===== src/cfra_pkg.sv =====
// Shared constants, types and control-word layout of the continued-fraction approximator.
package cfra_pkg;

    localparam int FRAC_BITS  = 16;
    localparam int RATIO_W    = 32;
    localparam int TOL_W      = 16;
    localparam int LIM_W      = 11;
    localparam int DENOM_W    = 10;
    localparam int CFG_IDX_W  = 2;
    localparam int CFG_DATA_W = 16;

    localparam logic [LIM_W-1:0] LIM_MAX   = LIM_W'(1024);
    localparam logic [TOL_W-1:0] TOL_RESET = TOL_W'(7);
    localparam logic [LIM_W-1:0] LIM_RESET = LIM_W'(1000);

    localparam logic [CFG_IDX_W-1:0] REG_TOLERANCE  = CFG_IDX_W'(0);
    localparam logic [CFG_IDX_W-1:0] REG_TERM_LIMIT = CFG_IDX_W'(1);

    // Remainder pair num/den of the Euclid expansion and its quotient.
    localparam int NUM_W     = FRAC_BITS;
    localparam int DEN_W     = FRAC_BITS + 1;
    localparam int QUOT_W    = DEN_W;
    localparam int DIV_STEPS = QUOT_W;

    // Convergents: a*p1 + p0 with p1, p0 below the limit, or the integer part.
    localparam int P_W_LOOP  = QUOT_W + LIM_W;
    localparam int P_W_INT   = RATIO_W - FRAC_BITS + 1;
    localparam int P_W       = (P_W_LOOP > P_W_INT) ? P_W_LOOP : P_W_INT;

    // Shared multiplier: A side takes ratio, tolerance or quotient.
    localparam int MUL_A_W   = RATIO_W;
    localparam int MUL_B_W   = (DEN_W > LIM_W) ? DEN_W : LIM_W;
    localparam int PROD_W    = MUL_A_W + MUL_B_W;
    localparam int DIFF_W    = RATIO_W + LIM_W;

    localparam int UPC_W     = 4;

    typedef enum logic [1:0] {
        MA_TOL,
        MA_RATIO,
        MA_QUOT
    } t_mula;

    typedef enum logic [1:0] {
        MB_DEN,
        MB_Q1,
        MB_P1
    } t_mulb;

    typedef enum logic [2:0] {
        COND_NONE,
        COND_ALWAYS,
        COND_LIM_FAIL,
        COND_REM_SMALL,
        COND_ERR_OK,
        COND_NUM_ZERO,
        COND_DIV_BUSY
    } t_cond;

    typedef struct packed {
        t_mula             mula;
        t_mulb             mulb;
        logic              mul_en;
        t_cond             cond;
        logic [UPC_W-1:0]  target;
        logic              diff_en;
        logic              div_go;
        logic              upd_p;
        logic              upd_q;
        logic              done;
    } t_uword;

    typedef struct packed {
        logic lim_fail;
        logic rem_small;
        logic err_ok;
        logic num_zero;
        logic div_busy;
    } t_flags;

    localparam t_uword UW_NOP = '{
        mula:    MA_TOL,
        mulb:    MB_DEN,
        mul_en:  1'b0,
        cond:    COND_NONE,
        target:  '0,
        diff_en: 1'b0,
        div_go:  1'b0,
        upd_p:   1'b0,
        upd_q:   1'b0,
        done:    1'b0
    };

endpackage


===== src/cfra_if.sv =====
// Handshake channel interfaces: ratio input, fraction result and register writes.
interface cfra_in_if;
    import cfra_pkg::*;

    logic               valid;
    logic               ready;
    logic [RATIO_W-1:0] ratio_q;

    modport source (output valid, output ratio_q, input ready);
    modport sink   (input valid, input ratio_q, output ready);
endinterface

interface cfra_out_if;
    import cfra_pkg::*;

    logic               valid;
    logic               ready;
    logic [RATIO_W-1:0] numer_q;
    logic [DENOM_W-1:0] denom;
    logic               approximated;

    modport source (output valid, output numer_q, output denom, output approximated,
                     input ready);
    modport sink   (input valid, input numer_q, input denom, input approximated,
                     output ready);
endinterface

interface cfra_cfg_if;
    import cfra_pkg::*;

    logic                  valid;
    logic                  ready;
    logic [CFG_IDX_W-1:0]  index;
    logic [CFG_DATA_W-1:0] data;

    modport source (output valid, output index, output data, input ready);
    modport sink   (input valid, input index, input data, output ready);
endinterface


===== src/cfra_div.sv =====
// Restoring divider, one quotient bit per cycle, for the Euclid step den / num.
module cfra_div (
    input  logic                         i_clk,
    input  logic                         i_rst_n,
    input  logic                         i_go,
    input  logic [cfra_pkg::DEN_W-1:0]   i_dividend,
    input  logic [cfra_pkg::NUM_W-1:0]   i_divisor,
    output logic                         o_busy,
    output logic [cfra_pkg::QUOT_W-1:0]  o_quot,
    output logic [cfra_pkg::NUM_W-1:0]   o_rem
);
    import cfra_pkg::*;

    localparam int CNT_W = $clog2(DIV_STEPS);

    logic               r_busy;
    logic [CNT_W-1:0]   r_cnt;
    logic [NUM_W-1:0]   r_rem;
    logic [QUOT_W-1:0]  r_quo;
    logic [NUM_W-1:0]   r_dvs;

    logic [NUM_W:0]     shifted;
    logic [NUM_W+1:0]   trial;
    logic               fits;
    logic [NUM_W-1:0]   n_rem;

    // The partial remainder stays below the divisor, so one subtract per bit suffices.
    always_comb begin
        shifted = {r_rem, r_quo[QUOT_W-1]};
        trial   = {1'b0, shifted} - {2'b00, r_dvs};
        fits    = !trial[NUM_W+1];
        n_rem   = fits ? trial[NUM_W-1:0] : shifted[NUM_W-1:0];
    end

    always_ff @(posedge i_clk) begin
        if (!i_rst_n) begin
            r_busy <= 1'b0;
            r_cnt  <= '0;
        end else if (i_go) begin
            r_busy <= 1'b1;
            r_cnt  <= '0;
        end else if (r_busy) begin
            r_cnt <= r_cnt + CNT_W'(1);
            if (r_cnt == CNT_W'(DIV_STEPS - 1)) begin
                r_busy <= 1'b0;
            end
        end
    end

    always_ff @(posedge i_clk) begin
        if (i_go) begin
            r_rem <= '0;
            r_quo <= i_dividend;
            r_dvs <= i_divisor;
        end else if (r_busy) begin
            r_rem <= n_rem;
            r_quo <= {r_quo[QUOT_W-2:0], fits};
        end
    end

    assign o_busy = r_busy;
    assign o_quot = r_quo;
    assign o_rem  = r_rem;

endmodule


===== src/cfra_dp.sv =====
// Datapath: convergent and remainder registers, shared multiplier, divider and stop tests.
module cfra_dp (
    input  logic                          i_clk,
    input  logic                          i_rst_n,
    input  logic                          i_start,
    input  logic [cfra_pkg::RATIO_W-1:0]  i_ratio,
    input  logic [cfra_pkg::TOL_W-1:0]    i_tol,
    input  logic [cfra_pkg::LIM_W-1:0]    i_lim,
    input  cfra_pkg::t_uword              i_uw,
    output cfra_pkg::t_flags              o_flags,
    output logic [cfra_pkg::RATIO_W-1:0]  o_numer_q,
    output logic [cfra_pkg::DENOM_W-1:0]  o_denom,
    output logic                          o_approximated
);
    import cfra_pkg::*;

    localparam int EXT_W = P_W + RATIO_W;

    logic [RATIO_W-1:0] r_ratio;
    logic [P_W-1:0]     r_p0;
    logic [P_W-1:0]     r_p1;
    logic [P_W-1:0]     r_q0;
    logic [P_W-1:0]     r_q1;
    logic [NUM_W-1:0]   r_num;
    logic [DEN_W-1:0]   r_den;
    logic [PROD_W-1:0]  r_prod;
    logic [DIFF_W-1:0]  r_diff;

    logic [MUL_A_W-1:0] mul_a;
    logic [MUL_B_W-1:0] mul_b;
    logic [DIFF_W-1:0]  p_scaled;
    logic [DIFF_W-1:0]  qr;
    logic [P_W-1:0]     lim_ext;
    logic [EXT_W-1:0]   numer_ext;
    logic               numer_sat;

    logic               div_busy;
    logic [QUOT_W-1:0]  quot;
    logic [NUM_W-1:0]   rem;

    cfra_div u_div (
        .i_clk      (i_clk),
        .i_rst_n    (i_rst_n),
        .i_go       (i_uw.div_go),
        .i_dividend (r_den),
        .i_divisor  (r_num),
        .o_busy     (div_busy),
        .o_quot     (quot),
        .o_rem      (rem)
    );

    // Operand selection for the one multiplier. Inside the loop p1 and q1 stay
    // below the limit, so their low bits carry the whole value.
    always_comb begin
        unique case (i_uw.mula)
            MA_TOL:   mul_a = MUL_A_W'(i_tol);
            MA_RATIO: mul_a = r_ratio;
            MA_QUOT:  mul_a = MUL_A_W'(quot);
            default:  mul_a = '0;
        endcase
        unique case (i_uw.mulb)
            MB_DEN:  mul_b = MUL_B_W'(r_den);
            MB_Q1:   mul_b = MUL_B_W'(r_q1);
            MB_P1:   mul_b = MUL_B_W'(r_p1);
            default: mul_b = '0;
        endcase
    end

    always_comb begin
        p_scaled = DIFF_W'({r_p1, {FRAC_BITS{1'b0}}});
        qr       = r_prod[DIFF_W-1:0];
        lim_ext  = P_W'(i_lim);

        o_flags.lim_fail  = !((r_p1 < lim_ext) && (r_q1 < lim_ext));
        o_flags.rem_small = PROD_W'({r_num, {FRAC_BITS{1'b0}}}) < r_prod;
        o_flags.err_ok    = PROD_W'(r_diff) <= r_prod;
        o_flags.num_zero  = (r_num == '0);
        o_flags.div_busy  = div_busy;
    end

    always_ff @(posedge i_clk) begin
        if (i_start) begin
            r_ratio <= i_ratio;
            r_p0    <= P_W'(1);
            r_q0    <= '0;
            r_p1    <= P_W'(i_ratio >> FRAC_BITS);
            r_q1    <= P_W'(1);
            r_num   <= i_ratio[NUM_W-1:0];
            r_den   <= DEN_W'(1) << FRAC_BITS;
        end else begin
            if (i_uw.upd_p) begin
                r_p0 <= r_p1;
                r_p1 <= r_prod[P_W-1:0] + r_p0;
            end
            if (i_uw.upd_q) begin
                r_q0  <= r_q1;
                r_q1  <= r_prod[P_W-1:0] + r_q0;
                r_den <= DEN_W'(r_num);
                r_num <= rem;
            end
        end
        if (i_uw.mul_en) begin
            r_prod <= mul_a * mul_b;
        end
        if (i_uw.diff_en) begin
            r_diff <= (p_scaled > qr) ? (p_scaled - qr) : (qr - p_scaled);
        end
    end

    // Result: the convergent when accepted, the ratio itself over one otherwise.
    always_comb begin
        numer_ext = EXT_W'(r_p1) << FRAC_BITS;
        numer_sat = |numer_ext[EXT_W-1:RATIO_W];
        if (!o_flags.lim_fail) begin
            o_numer_q      = numer_sat ? '1 : numer_ext[RATIO_W-1:0];
            o_denom        = r_q1[DENOM_W-1:0];
            o_approximated = 1'b1;
        end else begin
            o_numer_q      = r_ratio;
            o_denom        = DENOM_W'(1);
            o_approximated = 1'b0;
        end
    end

endmodule


===== src/cfra_useq.sv =====
// Microcode sequencer: step counter, control-word ROM and conditional jumps.
module cfra_useq (
    input  logic              i_clk,
    input  logic              i_rst_n,
    input  logic              i_start,
    input  logic              i_out_free,
    input  cfra_pkg::t_flags  i_flags,
    output cfra_pkg::t_uword  o_uw,
    output logic              o_busy,
    output logic              o_finish
);
    import cfra_pkg::*;

    localparam logic [UPC_W-1:0] UPC_CHK_LIM  = UPC_W'(0);
    localparam logic [UPC_W-1:0] UPC_MUL_TD   = UPC_W'(1);
    localparam logic [UPC_W-1:0] UPC_CHK_REM  = UPC_W'(2);
    localparam logic [UPC_W-1:0] UPC_MUL_RQ   = UPC_W'(3);
    localparam logic [UPC_W-1:0] UPC_DIFF     = UPC_W'(4);
    localparam logic [UPC_W-1:0] UPC_MUL_TQ   = UPC_W'(5);
    localparam logic [UPC_W-1:0] UPC_CHK_ERR  = UPC_W'(6);
    localparam logic [UPC_W-1:0] UPC_CHK_ZERO = UPC_W'(7);
    localparam logic [UPC_W-1:0] UPC_DIV_GO   = UPC_W'(8);
    localparam logic [UPC_W-1:0] UPC_DIV_WAIT = UPC_W'(9);
    localparam logic [UPC_W-1:0] UPC_MUL_AP   = UPC_W'(10);
    localparam logic [UPC_W-1:0] UPC_UPD_P    = UPC_W'(11);
    localparam logic [UPC_W-1:0] UPC_MUL_AQ   = UPC_W'(12);
    localparam logic [UPC_W-1:0] UPC_UPD_Q    = UPC_W'(13);
    localparam logic [UPC_W-1:0] UPC_DONE     = UPC_W'(14);

    function automatic t_uword rom(input logic [UPC_W-1:0] addr);
        t_uword w;
        w = UW_NOP;
        unique case (addr)
            UPC_CHK_LIM: begin
                w.cond   = COND_LIM_FAIL;
                w.target = UPC_DONE;
            end
            UPC_MUL_TD: begin
                w.mula   = MA_TOL;
                w.mulb   = MB_DEN;
                w.mul_en = 1'b1;
            end
            UPC_CHK_REM: begin
                w.cond   = COND_REM_SMALL;
                w.target = UPC_DONE;
            end
            UPC_MUL_RQ: begin
                w.mula   = MA_RATIO;
                w.mulb   = MB_Q1;
                w.mul_en = 1'b1;
            end
            UPC_DIFF: begin
                w.diff_en = 1'b1;
            end
            UPC_MUL_TQ: begin
                w.mula   = MA_TOL;
                w.mulb   = MB_Q1;
                w.mul_en = 1'b1;
            end
            UPC_CHK_ERR: begin
                w.cond   = COND_ERR_OK;
                w.target = UPC_DONE;
            end
            UPC_CHK_ZERO: begin
                w.cond   = COND_NUM_ZERO;
                w.target = UPC_DONE;
            end
            UPC_DIV_GO: begin
                w.div_go = 1'b1;
            end
            UPC_DIV_WAIT: begin
                w.cond   = COND_DIV_BUSY;
                w.target = UPC_DIV_WAIT;
            end
            UPC_MUL_AP: begin
                w.mula   = MA_QUOT;
                w.mulb   = MB_P1;
                w.mul_en = 1'b1;
            end
            UPC_UPD_P: begin
                w.upd_p = 1'b1;
            end
            UPC_MUL_AQ: begin
                w.mula   = MA_QUOT;
                w.mulb   = MB_Q1;
                w.mul_en = 1'b1;
            end
            UPC_UPD_Q: begin
                w.upd_q  = 1'b1;
                w.cond   = COND_ALWAYS;
                w.target = UPC_CHK_LIM;
            end
            UPC_DONE: begin
                w.done = 1'b1;
            end
            default: begin
                w.cond   = COND_ALWAYS;
                w.target = UPC_DONE;
            end
        endcase
        return w;
    endfunction

    logic             r_busy;
    logic [UPC_W-1:0] r_upc;
    t_uword           uw;
    logic             jump;

    always_comb begin
        uw = r_busy ? rom(r_upc) : UW_NOP;
        unique case (uw.cond)
            COND_NONE:      jump = 1'b0;
            COND_ALWAYS:    jump = 1'b1;
            COND_LIM_FAIL:  jump = i_flags.lim_fail;
            COND_REM_SMALL: jump = i_flags.rem_small;
            COND_ERR_OK:    jump = i_flags.err_ok;
            COND_NUM_ZERO:  jump = i_flags.num_zero;
            COND_DIV_BUSY:  jump = i_flags.div_busy;
            default:        jump = 1'b0;
        endcase
    end

    assign o_finish = r_busy && uw.done && i_out_free;
    assign o_busy   = r_busy;
    assign o_uw     = uw;

    always_ff @(posedge i_clk) begin
        if (!i_rst_n) begin
            r_busy <= 1'b0;
            r_upc  <= UPC_CHK_LIM;
        end else if (i_start) begin
            r_busy <= 1'b1;
            r_upc  <= UPC_CHK_LIM;
        end else if (r_busy) begin
            if (uw.done) begin
                // Hold on the final step until the result register can take the beat.
                if (i_out_free) begin
                    r_busy <= 1'b0;
                end
            end else if (jump) begin
                r_upc <= uw.target;
            end else begin
                r_upc <= r_upc + UPC_W'(1);
            end
        end
    end

endmodule


===== src/continued_fraction_ratio_approx_top.sv =====
// Top level of the continued-fraction ratio approximator.
//
//  channel   dir  modport  payload
//  i_in      in   sink     ratio_q (Q16.16)
//  o_out     out  source   numer_q (Q16.16), denom, approximated
//  i_cfg     in   sink     index (0 tolerance, 1 term_limit), data
//
// An item holds the sequencer for its whole Euclid expansion; each round runs the
// restoring divider and makes five passes through the one multiplier.
// Reset is synchronous and active low; it loads tolerance 7 and term_limit 1000.
// One item is in work at a time; a new beat is taken while a result still waits.
// A stalled output holds the sequencer on its final step; i_cfg is always ready.
module continued_fraction_ratio_approx_top (
    input  logic        i_clk,
    input  logic        i_rst_n,
    cfra_in_if.sink     i_in,
    cfra_out_if.source  o_out,
    cfra_cfg_if.sink    i_cfg
);
    import cfra_pkg::*;

    logic [TOL_W-1:0]   r_tol;
    logic [LIM_W-1:0]   r_lim;
    logic [LIM_W-1:0]   lim_eff;

    logic               r_out_valid;
    logic [RATIO_W-1:0] r_numer_q;
    logic [DENOM_W-1:0] r_denom;
    logic               r_approximated;

    logic               busy;
    logic               start;
    logic               finish;
    logic               out_free;
    t_uword             uw;
    t_flags             flags;
    logic [RATIO_W-1:0] res_numer_q;
    logic [DENOM_W-1:0] res_denom;
    logic               res_approximated;

    assign i_cfg.ready = 1'b1;

    always_ff @(posedge i_clk) begin
        if (!i_rst_n) begin
            r_tol <= TOL_RESET;
            r_lim <= LIM_RESET;
        end else if (i_cfg.valid) begin
            unique case (i_cfg.index)
                REG_TOLERANCE:  r_tol <= i_cfg.data[TOL_W-1:0];
                REG_TERM_LIMIT: r_lim <= i_cfg.data[LIM_W-1:0];
                default: begin
                end
            endcase
        end
    end

    // Saturate the limit so an accepted denominator fits the result field.
    assign lim_eff = (r_lim > LIM_MAX) ? LIM_MAX : r_lim;

    assign i_in.ready = !busy;
    assign start      = i_in.valid && !busy;
    assign out_free   = !r_out_valid || o_out.ready;

    cfra_useq u_useq (
        .i_clk      (i_clk),
        .i_rst_n    (i_rst_n),
        .i_start    (start),
        .i_out_free (out_free),
        .i_flags    (flags),
        .o_uw       (uw),
        .o_busy     (busy),
        .o_finish   (finish)
    );

    cfra_dp u_dp (
        .i_clk          (i_clk),
        .i_rst_n        (i_rst_n),
        .i_start        (start),
        .i_ratio        (i_in.ratio_q),
        .i_tol          (r_tol),
        .i_lim          (lim_eff),
        .i_uw           (uw),
        .o_flags        (flags),
        .o_numer_q      (res_numer_q),
        .o_denom        (res_denom),
        .o_approximated (res_approximated)
    );

    always_ff @(posedge i_clk) begin
        if (!i_rst_n) begin
            r_out_valid <= 1'b0;
        end else if (finish) begin
            r_out_valid <= 1'b1;
        end else if (o_out.ready) begin
            r_out_valid <= 1'b0;
        end
    end

    always_ff @(posedge i_clk) begin
        if (finish) begin
            r_numer_q      <= res_numer_q;
            r_denom        <= res_denom;
            r_approximated <= res_approximated;
        end
    end

    assign o_out.valid        = r_out_valid;
    assign o_out.numer_q      = r_numer_q;
    assign o_out.denom        = r_denom;
    assign o_out.approximated = r_approximated;

endmodule


===== src/flat_wrapper.sv =====
// flat-port wrapper written by rule: the top's interface ports become plain ports
module continued_fraction_ratio_approx_top_flat import cfra_pkg::*;
  (i_clk, i_rst_n, i_in_valid, i_in_ratio_q, i_in_ready, o_out_valid, o_out_numer_q, o_out_denom, o_out_approximated, o_out_ready, i_cfg_valid, i_cfg_index, i_cfg_data, i_cfg_ready);
  cfra_in_if i_in_i ();
  cfra_out_if o_out_i ();
  cfra_cfg_if i_cfg_i ();
  input  logic i_clk;
  input  logic i_rst_n;
  input wire logic [$bits(i_in_i.valid)-1:0] i_in_valid;
  input wire logic [$bits(i_in_i.ratio_q)-1:0] i_in_ratio_q;
  output wire logic [$bits(i_in_i.ready)-1:0] i_in_ready;
  output wire logic [$bits(o_out_i.valid)-1:0] o_out_valid;
  output wire logic [$bits(o_out_i.numer_q)-1:0] o_out_numer_q;
  output wire logic [$bits(o_out_i.denom)-1:0] o_out_denom;
  output wire logic [$bits(o_out_i.approximated)-1:0] o_out_approximated;
  input wire logic [$bits(o_out_i.ready)-1:0] o_out_ready;
  input wire logic [$bits(i_cfg_i.valid)-1:0] i_cfg_valid;
  input wire logic [$bits(i_cfg_i.index)-1:0] i_cfg_index;
  input wire logic [$bits(i_cfg_i.data)-1:0] i_cfg_data;
  output wire logic [$bits(i_cfg_i.ready)-1:0] i_cfg_ready;
  assign i_in_i.valid = i_in_valid;
  assign i_in_i.ratio_q = i_in_ratio_q;
  assign i_in_ready = i_in_i.ready;
  assign o_out_valid = o_out_i.valid;
  assign o_out_numer_q = o_out_i.numer_q;
  assign o_out_denom = o_out_i.denom;
  assign o_out_approximated = o_out_i.approximated;
  assign o_out_i.ready = o_out_ready;
  assign i_cfg_i.valid = i_cfg_valid;
  assign i_cfg_i.index = i_cfg_index;
  assign i_cfg_i.data = i_cfg_data;
  assign i_cfg_ready = i_cfg_i.ready;
  continued_fraction_ratio_approx_top u_core (.i_clk(i_clk), .i_rst_n(i_rst_n), .i_in(i_in_i), .o_out(o_out_i), .i_cfg(i_cfg_i));
endmodule

===== config.mk =====
export PLATFORM = sky130hd
export DESIGN_NAME = continued_fraction_ratio_approx_top_flat
export DESIGN_NICKNAME = d
export VERILOG_FILES = /design/src/cfra_pkg.sv /design/src/cfra_if.sv /design/src/cfra_div.sv /design/src/cfra_dp.sv /design/src/cfra_useq.sv /design/src/continued_fraction_ratio_approx_top.sv /design/src/flat_wrapper.sv
export SDC_FILE = /design/constraint.sdc
export NUM_CORES = 2
export LEC_CHECK = 0
export BUFFER_PORTS_ARGS = -buffer_cell sky130_fd_sc_hd__buf_2
export CORE_ASPECT_RATIO = 0.6
export CORE_MARGIN = 2
export CORE_UTILIZATION = 30
export DETAILED_ROUTE_END_ITERATION = 16
export SYNTH_ARGS = -nofsm -noshare
export SYNTH_HDL_FRONTEND = slang
export SYNTH_SLANG_ARGS = --single-unit

===== constraint.sdc =====
create_clock -name i_clk -period 25.1 [get_ports i_clk]
set_clock_uncertainty 0.05 [all_clocks]
set_input_delay 2.51 -clock i_clk [delete_from_list [all_inputs] [get_ports i_clk]]
set_output_delay 2.51 -clock i_clk [all_outputs]
set_load 0.01 [all_outputs]

* After elaboration in Yosys (flattened, before gate mapping)
Cells that the tools add are included.
** Storage, ports and cells
- Input port bits :: 55
- Bits in registers :: 400
- Logic and storage cells :: 123
** Cells by class
- Reductions and logical operators :: 25
- $mul :: 1
- Add/subtract/negate cells :: 7
- Magnitude comparators :: 6
- Equal/unequal tests :: 26
- Bitwise operators :: 2
- Muxes and demuxes :: 33
** Operator list (count)
- case mux 32 bit (3 select lines) :: 1
- subtractor 43 bit :: 2
- two-way mux 16 bit :: 5
- two-way mux 32 bit :: 2
- adder 28 bit :: 2
- < comparator 28 x 11 -> 1 bit :: 2
- two-way mux 17 bit :: 3
- case mux 17 bit (3 select lines) :: 1
- less-or-equal comparator 43 x 49 -> 1 bit :: 1
- < comparator 32 x 49 -> 1 bit :: 1
- multiplier 32 x 17 -> 49 bit :: 1
- case mux 7 bit (7 select lines) :: 1
- > comparator 43 bit :: 1
- two-way mux 43 bit :: 1
- == test 4 bit, second input constant :: 7
- case mux 5 bit (5 select lines) :: 1
- subtractor 17 x 16 -> 18 bit :: 1
- == test 4 x 3 -> 1 bit, second input constant :: 4
- zero test 16 bit :: 1
- two-way mux 1 bit :: 15
- OR reduction 12 bit :: 1
- > comparator 11 bit, second input constant :: 1
- two-way mux 11 bit :: 1
- == test 3 bit, second input constant :: 3
- 21 further kinds :: 41

* Depth between registers and ports, before layout
- Depth in word-level cells :: 7
- Mapped depth :: 36
- Mapped depth without buffers :: 32

* Hierarchy
A second synthesis with hierarchy kept.
** Second synthesis, totals
- Cell total of the unflattened synthesis :: 4469
- Area total of the unflattened synthesis :: 41048.1 µm²
** By module, submodules not included
- cfra_dp :: seq. area each 6946.7 µm², cells an instance 3881, times used 1, area each 34531.9 µm²
- cfra_div :: seq. area each 1431.4 µm², cells an instance 302, times used 1, area each 3249.4 µm²
- continued_fraction_ratio_approx_top :: seq. area each 1851.8 µm², cells an instance 182, times used 1, area each 2549.9 µm²
- cfra_useq :: seq. area each 100.1 µm², cells an instance 104, times used 1, area each 716.9 µm²

* Least setup slack after synthesis
No wires, ideal clock.
- Path kind :: reg2reg
- From :: register u_core.u_useq.r_upc[0]
- To :: register u_core.u_dp.r_prod[40], data pin
- Buffers on the path :: 4
- Period minus slack after synthesis :: 8.891 ns
- Arrival :: 8.582 ns
- Slack :: 16.209 ns
- Cell stages (with the launch flop) :: 32
- Required time :: 24.791 ns
- Path through :: dfxtp_1 ha_1 clkbuf_1 nor2b_1 a211oi_1 a211oi_1 nor2_1 clkbuf_1 a221oi_1 clkbuf_1 nor2_1 fa_1 inv_1 fa_1 fa_1 fa_1 inv_1 fa_1 fa_1 ha_1 clkbuf_1 a21o_1 a31o_2 a21o_1 a221o_1 a211o_1 a21oi_1 nor2b_1 nor4_1 a211o_1 a21oi_1 xnor2_1
** Between the ends
- Word-level cells in the longest chain between the ends :: 6
** RTL lines
- start, declared :: RTL line cfra_useq.sv:105 : logic [UPC_W-1:0] r_upc;
- start signal, assigned :: RTL line cfra_useq.sv:141 : r_upc <= uw.target;
- start signal, assigned :: RTL line cfra_useq.sv:143 : r_upc <= r_upc + UPC_W'(1);
- == test 4 bit (tied with other cells) :: RTL line cfra_useq.sv:33 : unique case (addr)
- case mux 5 bit (5 select lines) * :: RTL line cfra_useq.sv:33
- two-way mux 17 bit * :: RTL line cfra_useq.sv:110 : uw = r_busy ? rom(r_upc) : UW_NOP;
- == test 2 bit (tied with other cells) :: RTL line cfra_dp.sv:55 : unique case (i_uw.mula)
- case mux 32 bit (3 select lines) / case mux 17 bit (3 select lines) (equally long branches) :: RTL line cfra_dp.sv:55, cfra_dp.sv:61
- multiplier 32 x 17 -> 49 bit * :: RTL line cfra_dp.sv:103 : r_prod <= mul_a * mul_b;
- end signal, assigned :: RTL line cfra_dp.sv:103
- end, declared :: RTL line cfra_dp.sv:26 : logic [PROD_W-1:0] r_prod;
Mark *: on every way between the ends. The rest lies on a longest branch, timed or not.
A chain may end at the register's enable or synchronous reset.

* Worst setup path in the final report
Ends and elaborated chain as after synthesis.

==> metrics.md <==
| Metric | Value |
|---|---|
| CTS tree | `built` |
| Die H | `between 200 and 300 um` |
| Overflow after GRT | `0` |
| Max Clk Rate | `~95 MHz` |
| Fin. max-slew vios | `4` |
| Synth cell types | `79` |
| # hold bufs at CTS | `0` |
| # resized after CTS | `0` |
| Synth Register Bits | `400` |
| Final setup margin | `14600 ps` |
| Max VDD drop | `around 0.046 mV` |
| Die width | `475.2 um` |
| GRT Overall Usage | `20.97%` |
| Area growth syn-to-layout | `10.07%` |
| Vias per cell | `approximately 5.3` |
| Number of diodes | `0` |
| Clock Tree Root | `clkbuf_16` |
| Crit path max-delay cell type | `a221oi_1` |
| Synth async-reset ratio | `0%` |
| Sink Count | `400` |
| Final setup viols | `0` |
| Die area | `around 0.14 mm^2` |
| Clock slew at reported path FFs | `approximately 80 ps` |
| Num CTS Buffers | `39` |
| Least-Margin Pin Slew | `1508 ps` |
| Critical Path Sink Type | `flop` |
| Initial Util | `30.32%` |
| Post-Syn Nets | `between 5000 and 6000` |
| Ys flop type | `edfxtp_1` |
| Fin nets | `between 5000 and 6000` |
| IO Port Bufs | `99` |
| Routed WL per cell | `about 23 um` |
| Slew HR | `-0.5149%` |
| Final Hold Viols | `0` |
| Required @ worst endpoint | `roughly 25000 ps` |
| Gate Count Post-Synth | `about 4500` |
| Initial antenna violation count | `10` |
| Ys Warns | `0` |
| DRT Pass-1 Iters | `6` |
| Critical Path AT | `around 11000 ps` |
| Fillers | `13680` |
| DRC violations left | `0` |
| Dpl ws | `approximately 15000 ps` |
| Synth area leader | `fa_1` |
| Worst-Skew Late Latency | `630 ps` |
| Type of origin of the critical path | `flop` |
| Largest net degree at the start of global routing | `90` |
| Vias | `33480` |
| Drt total wl | `around 140000 um` |
| Top-count cell post-synth | `nand2_1` |
| P_leak | `19.92 nW` |
| H-tree Lvls | `2` |
| Post-synth EDFFs | `between 200 and 250` |
| Final period utilization | `roughly two fifths` |
| Setup bufs post-CTS | `0` |
| I/O pin cnt | `about 100` |
| # placed instances | `~6300` |
| Detail Route Antenna Nets | `0` |
| CP most frequent cell | `fa_1` |
| PwrDens | `roughly 40 mW/mm^2` |
| FP Rows | `103` |
| Register area share after synthesis | `between 20% and 30%` |
| Synth top area share | `between 20% and 30%` |
| Hold WC Path Type | `reg -> reg` |
| Post-Syn Area per Cell | `slightly below 9 um^2` |
| CTS Buffer Depth | `3` |
| Routability cong. | `slightly below 1` |
| Setup TNS | `0 ps` |
| First-pass GRT wire length | `between 200000 and 250000 um` |
| Core area | `roughly 0.13 mm^2` |
| Number of global-route vias before repair | `around 31000` |
| Detail Placement HPWL | `around 120000 um` |
| Commonest cells post-synth | `nand2_1, inv_1, fa_1, nor2_1, ha_1` |
| Tmin final | `approximately 10000 ps` |
| Status | `complete, but fails checks` |
| RSZ-0062 raised after global routing | `no` |
| Reg2reg setup slack | `between 10000 and 15000 ps` |
| Final Non-Filler Cells | `about 6400` |
| Max-Cap Viols | `0` |
| CP Class | `reg -> reg` |
| Iter 0 DRT Violations | `between 4000 and 5000` |
| Failing checks | `max-slew violations` |
| Crit-path max FO | `35` |
| Top cells by area, synth | `fa_1, edfxtp_1, ha_1, dfxtp_1, nand2_1` |
| Mapped cell area | `0.03997 mm^2` |
| Max incr delay on CP | `around 790 ps` |
| Layout cells sized above 1 | `under 10%` |
report_power, final:
| group | leakage (nW) | switching [W] | internal [W] |
|---|---|---|---|
| Combinational | 15.7 | 0.000198 | 0.000121 |
| Sequential | 3.53 | 0.0000469 | 0.000732 |
| Clock | 0.653 | 0.000301 | 0.000355 |
| Total | 19.9 | 0.000546 | 0.00121 |
layout make-up:
| class | instances | area (um^2) | share of cell area, % |
|---|---|---|---|
| Inverter | 674 | 2532 | 5.756 |
| Tap cell | 1785 | 2233 | 5.076 |
| Timing Repair Buffer | 169 | 1021 | 2.320 |
| Multi-Input combinational cell | 3253 | 26530 | 60.29 |
| Clock buffer | 47 | 1084 | 2.463 |
| Sequential cell | 400 | 10330 | 23.48 |
| Clock inverter | 25 | 270.3 | 0.6142 |
metrics by stage:
stage | total power, W | utilization [%] | hold WS (ps) | cell area, um^2
2_1_floorplan | 0.0009892 | - | 372.4 | 39970
3_3_place_gp | 0.001097 | 32.34 | 387.0 | 42630
3_5_place_dp | 0.001101 | 32.34 | 400.6 | 42630
4_1_cts | 0.001753 | 33.36 | 406.7 | 43990
5_1_grt | 0.001823 | 33.37 | 424.5 | 44000
6_report | 0.001754 | 33.37 | 404.6 | 44000
routing by layer:
| layer | global-route usage (%) | vias to the layer above | wire [um] |
|---|---|---|---|
| met5 | 0 | - | 23 |
| met4 | 2.803 | 4 | 1954 |
| met3 | 7.430 | 132 | 21720 |
| met2 | 25.01 | 1847 | 50320 |
| met1 | 34.88 | 16670 | 70230 |
| li1 | - | 14830 | - |
registers in the layout (all words and copies together), names as in the netlist, 11 cells and up:
name / flops
u_core.u_dp.u_div.o_quot: 17
u_core.u_dp.u_div.o_rem: 16
u_core.o_out.numer_q: 32
u_core.u_dp.r_num: 16
u_core.u_dp.r_p0: 28
u_core.r_lim: 11
u_core.u_dp.r_prod: 49
u_core.u_dp.r_q1: 28
u_core.u_dp.u_div.r_dvs: 16
u_core.u_dp.r_den: 17
u_core.u_dp.r_diff: 43
u_core.u_dp.r_p1: 28
u_core.u_dp.r_ratio: 32
u_core.r_tol: 16
u_core.u_dp.r_q0: 28
worst paths after layout:
check / to / from / depth (start not counted)
setup reg to reg: u_core.u_dp.r_prod[40]$_DFFE_PP_ / u_core.u_useq.r_upc[0]$_SDFFE_PP0P_ / 30
hold / removal: u_core.u_dp.r_q0[17]$_SDFFE_PP0P_ / u_core.u_dp.r_q1[17]$_SDFFE_PP0P_ / 2
hold reg to reg: u_core.u_dp.r_q0[17]$_SDFFE_PP0P_ / u_core.u_dp.r_q1[17]$_SDFFE_PP0P_ / 2
setup / recovery: u_core.u_dp.r_prod[40]$_DFFE_PP_ / u_core.u_useq.r_upc[0]$_SDFFE_PP0P_ / 30
cells in the final DEF (no fill, tap or decap), drive strengths merged, types with 27 or more instances in the layout:
master | netlist | final
a21boi | 27 | 27
a21o | 120 | 120
a21oi | 226 | 226
a221o | 37 | 37
a221oi | 37 | 37
and2 | 65 | 65
buf | 15 | 169
clkbuf | 184 | 47
dfxtp | 168 | 168
edfxtp | 232 | 232
fa | 453 | 453
ha | 331 | 331
inv | 672 | 676
nand2 | 790 | 790
nand2b | 29 | 29
nand3 | 109 | 109
nand4 | 33 | 33
nor2 | 344 | 344
nor2b | 30 | 30
nor3 | 48 | 48
o21ai | 160 | 160
xnor2 | 101 | 101
xor2 | 46 | 46
worst max-delay path: cells and delay by family, from the launching register on:
family / cells / cell delay (ps)
flops: 1 / 360
buf+inv: 5 / 870
compound gates: 9 / 2950
fa+ha+maj: 8 / 4030
xor+xnor: 1 / 80
simple gates: 7 / 1800
kinds of logic after synthesis:
group	after synthesis	synth area share (%)
AO/OA/AOI/OAI	775	12.68
XOR/XNOR	147	3.221
adder cells (fa/ha/maj)	784	33.05
buffers and inverters	873	8.260
flip-flops	400	25.84
multiplexers	16	0.4194
other	1	0.009381
AND/OR/NAND/NOR	1530	16.52
(Power assumes the default switching activity.)
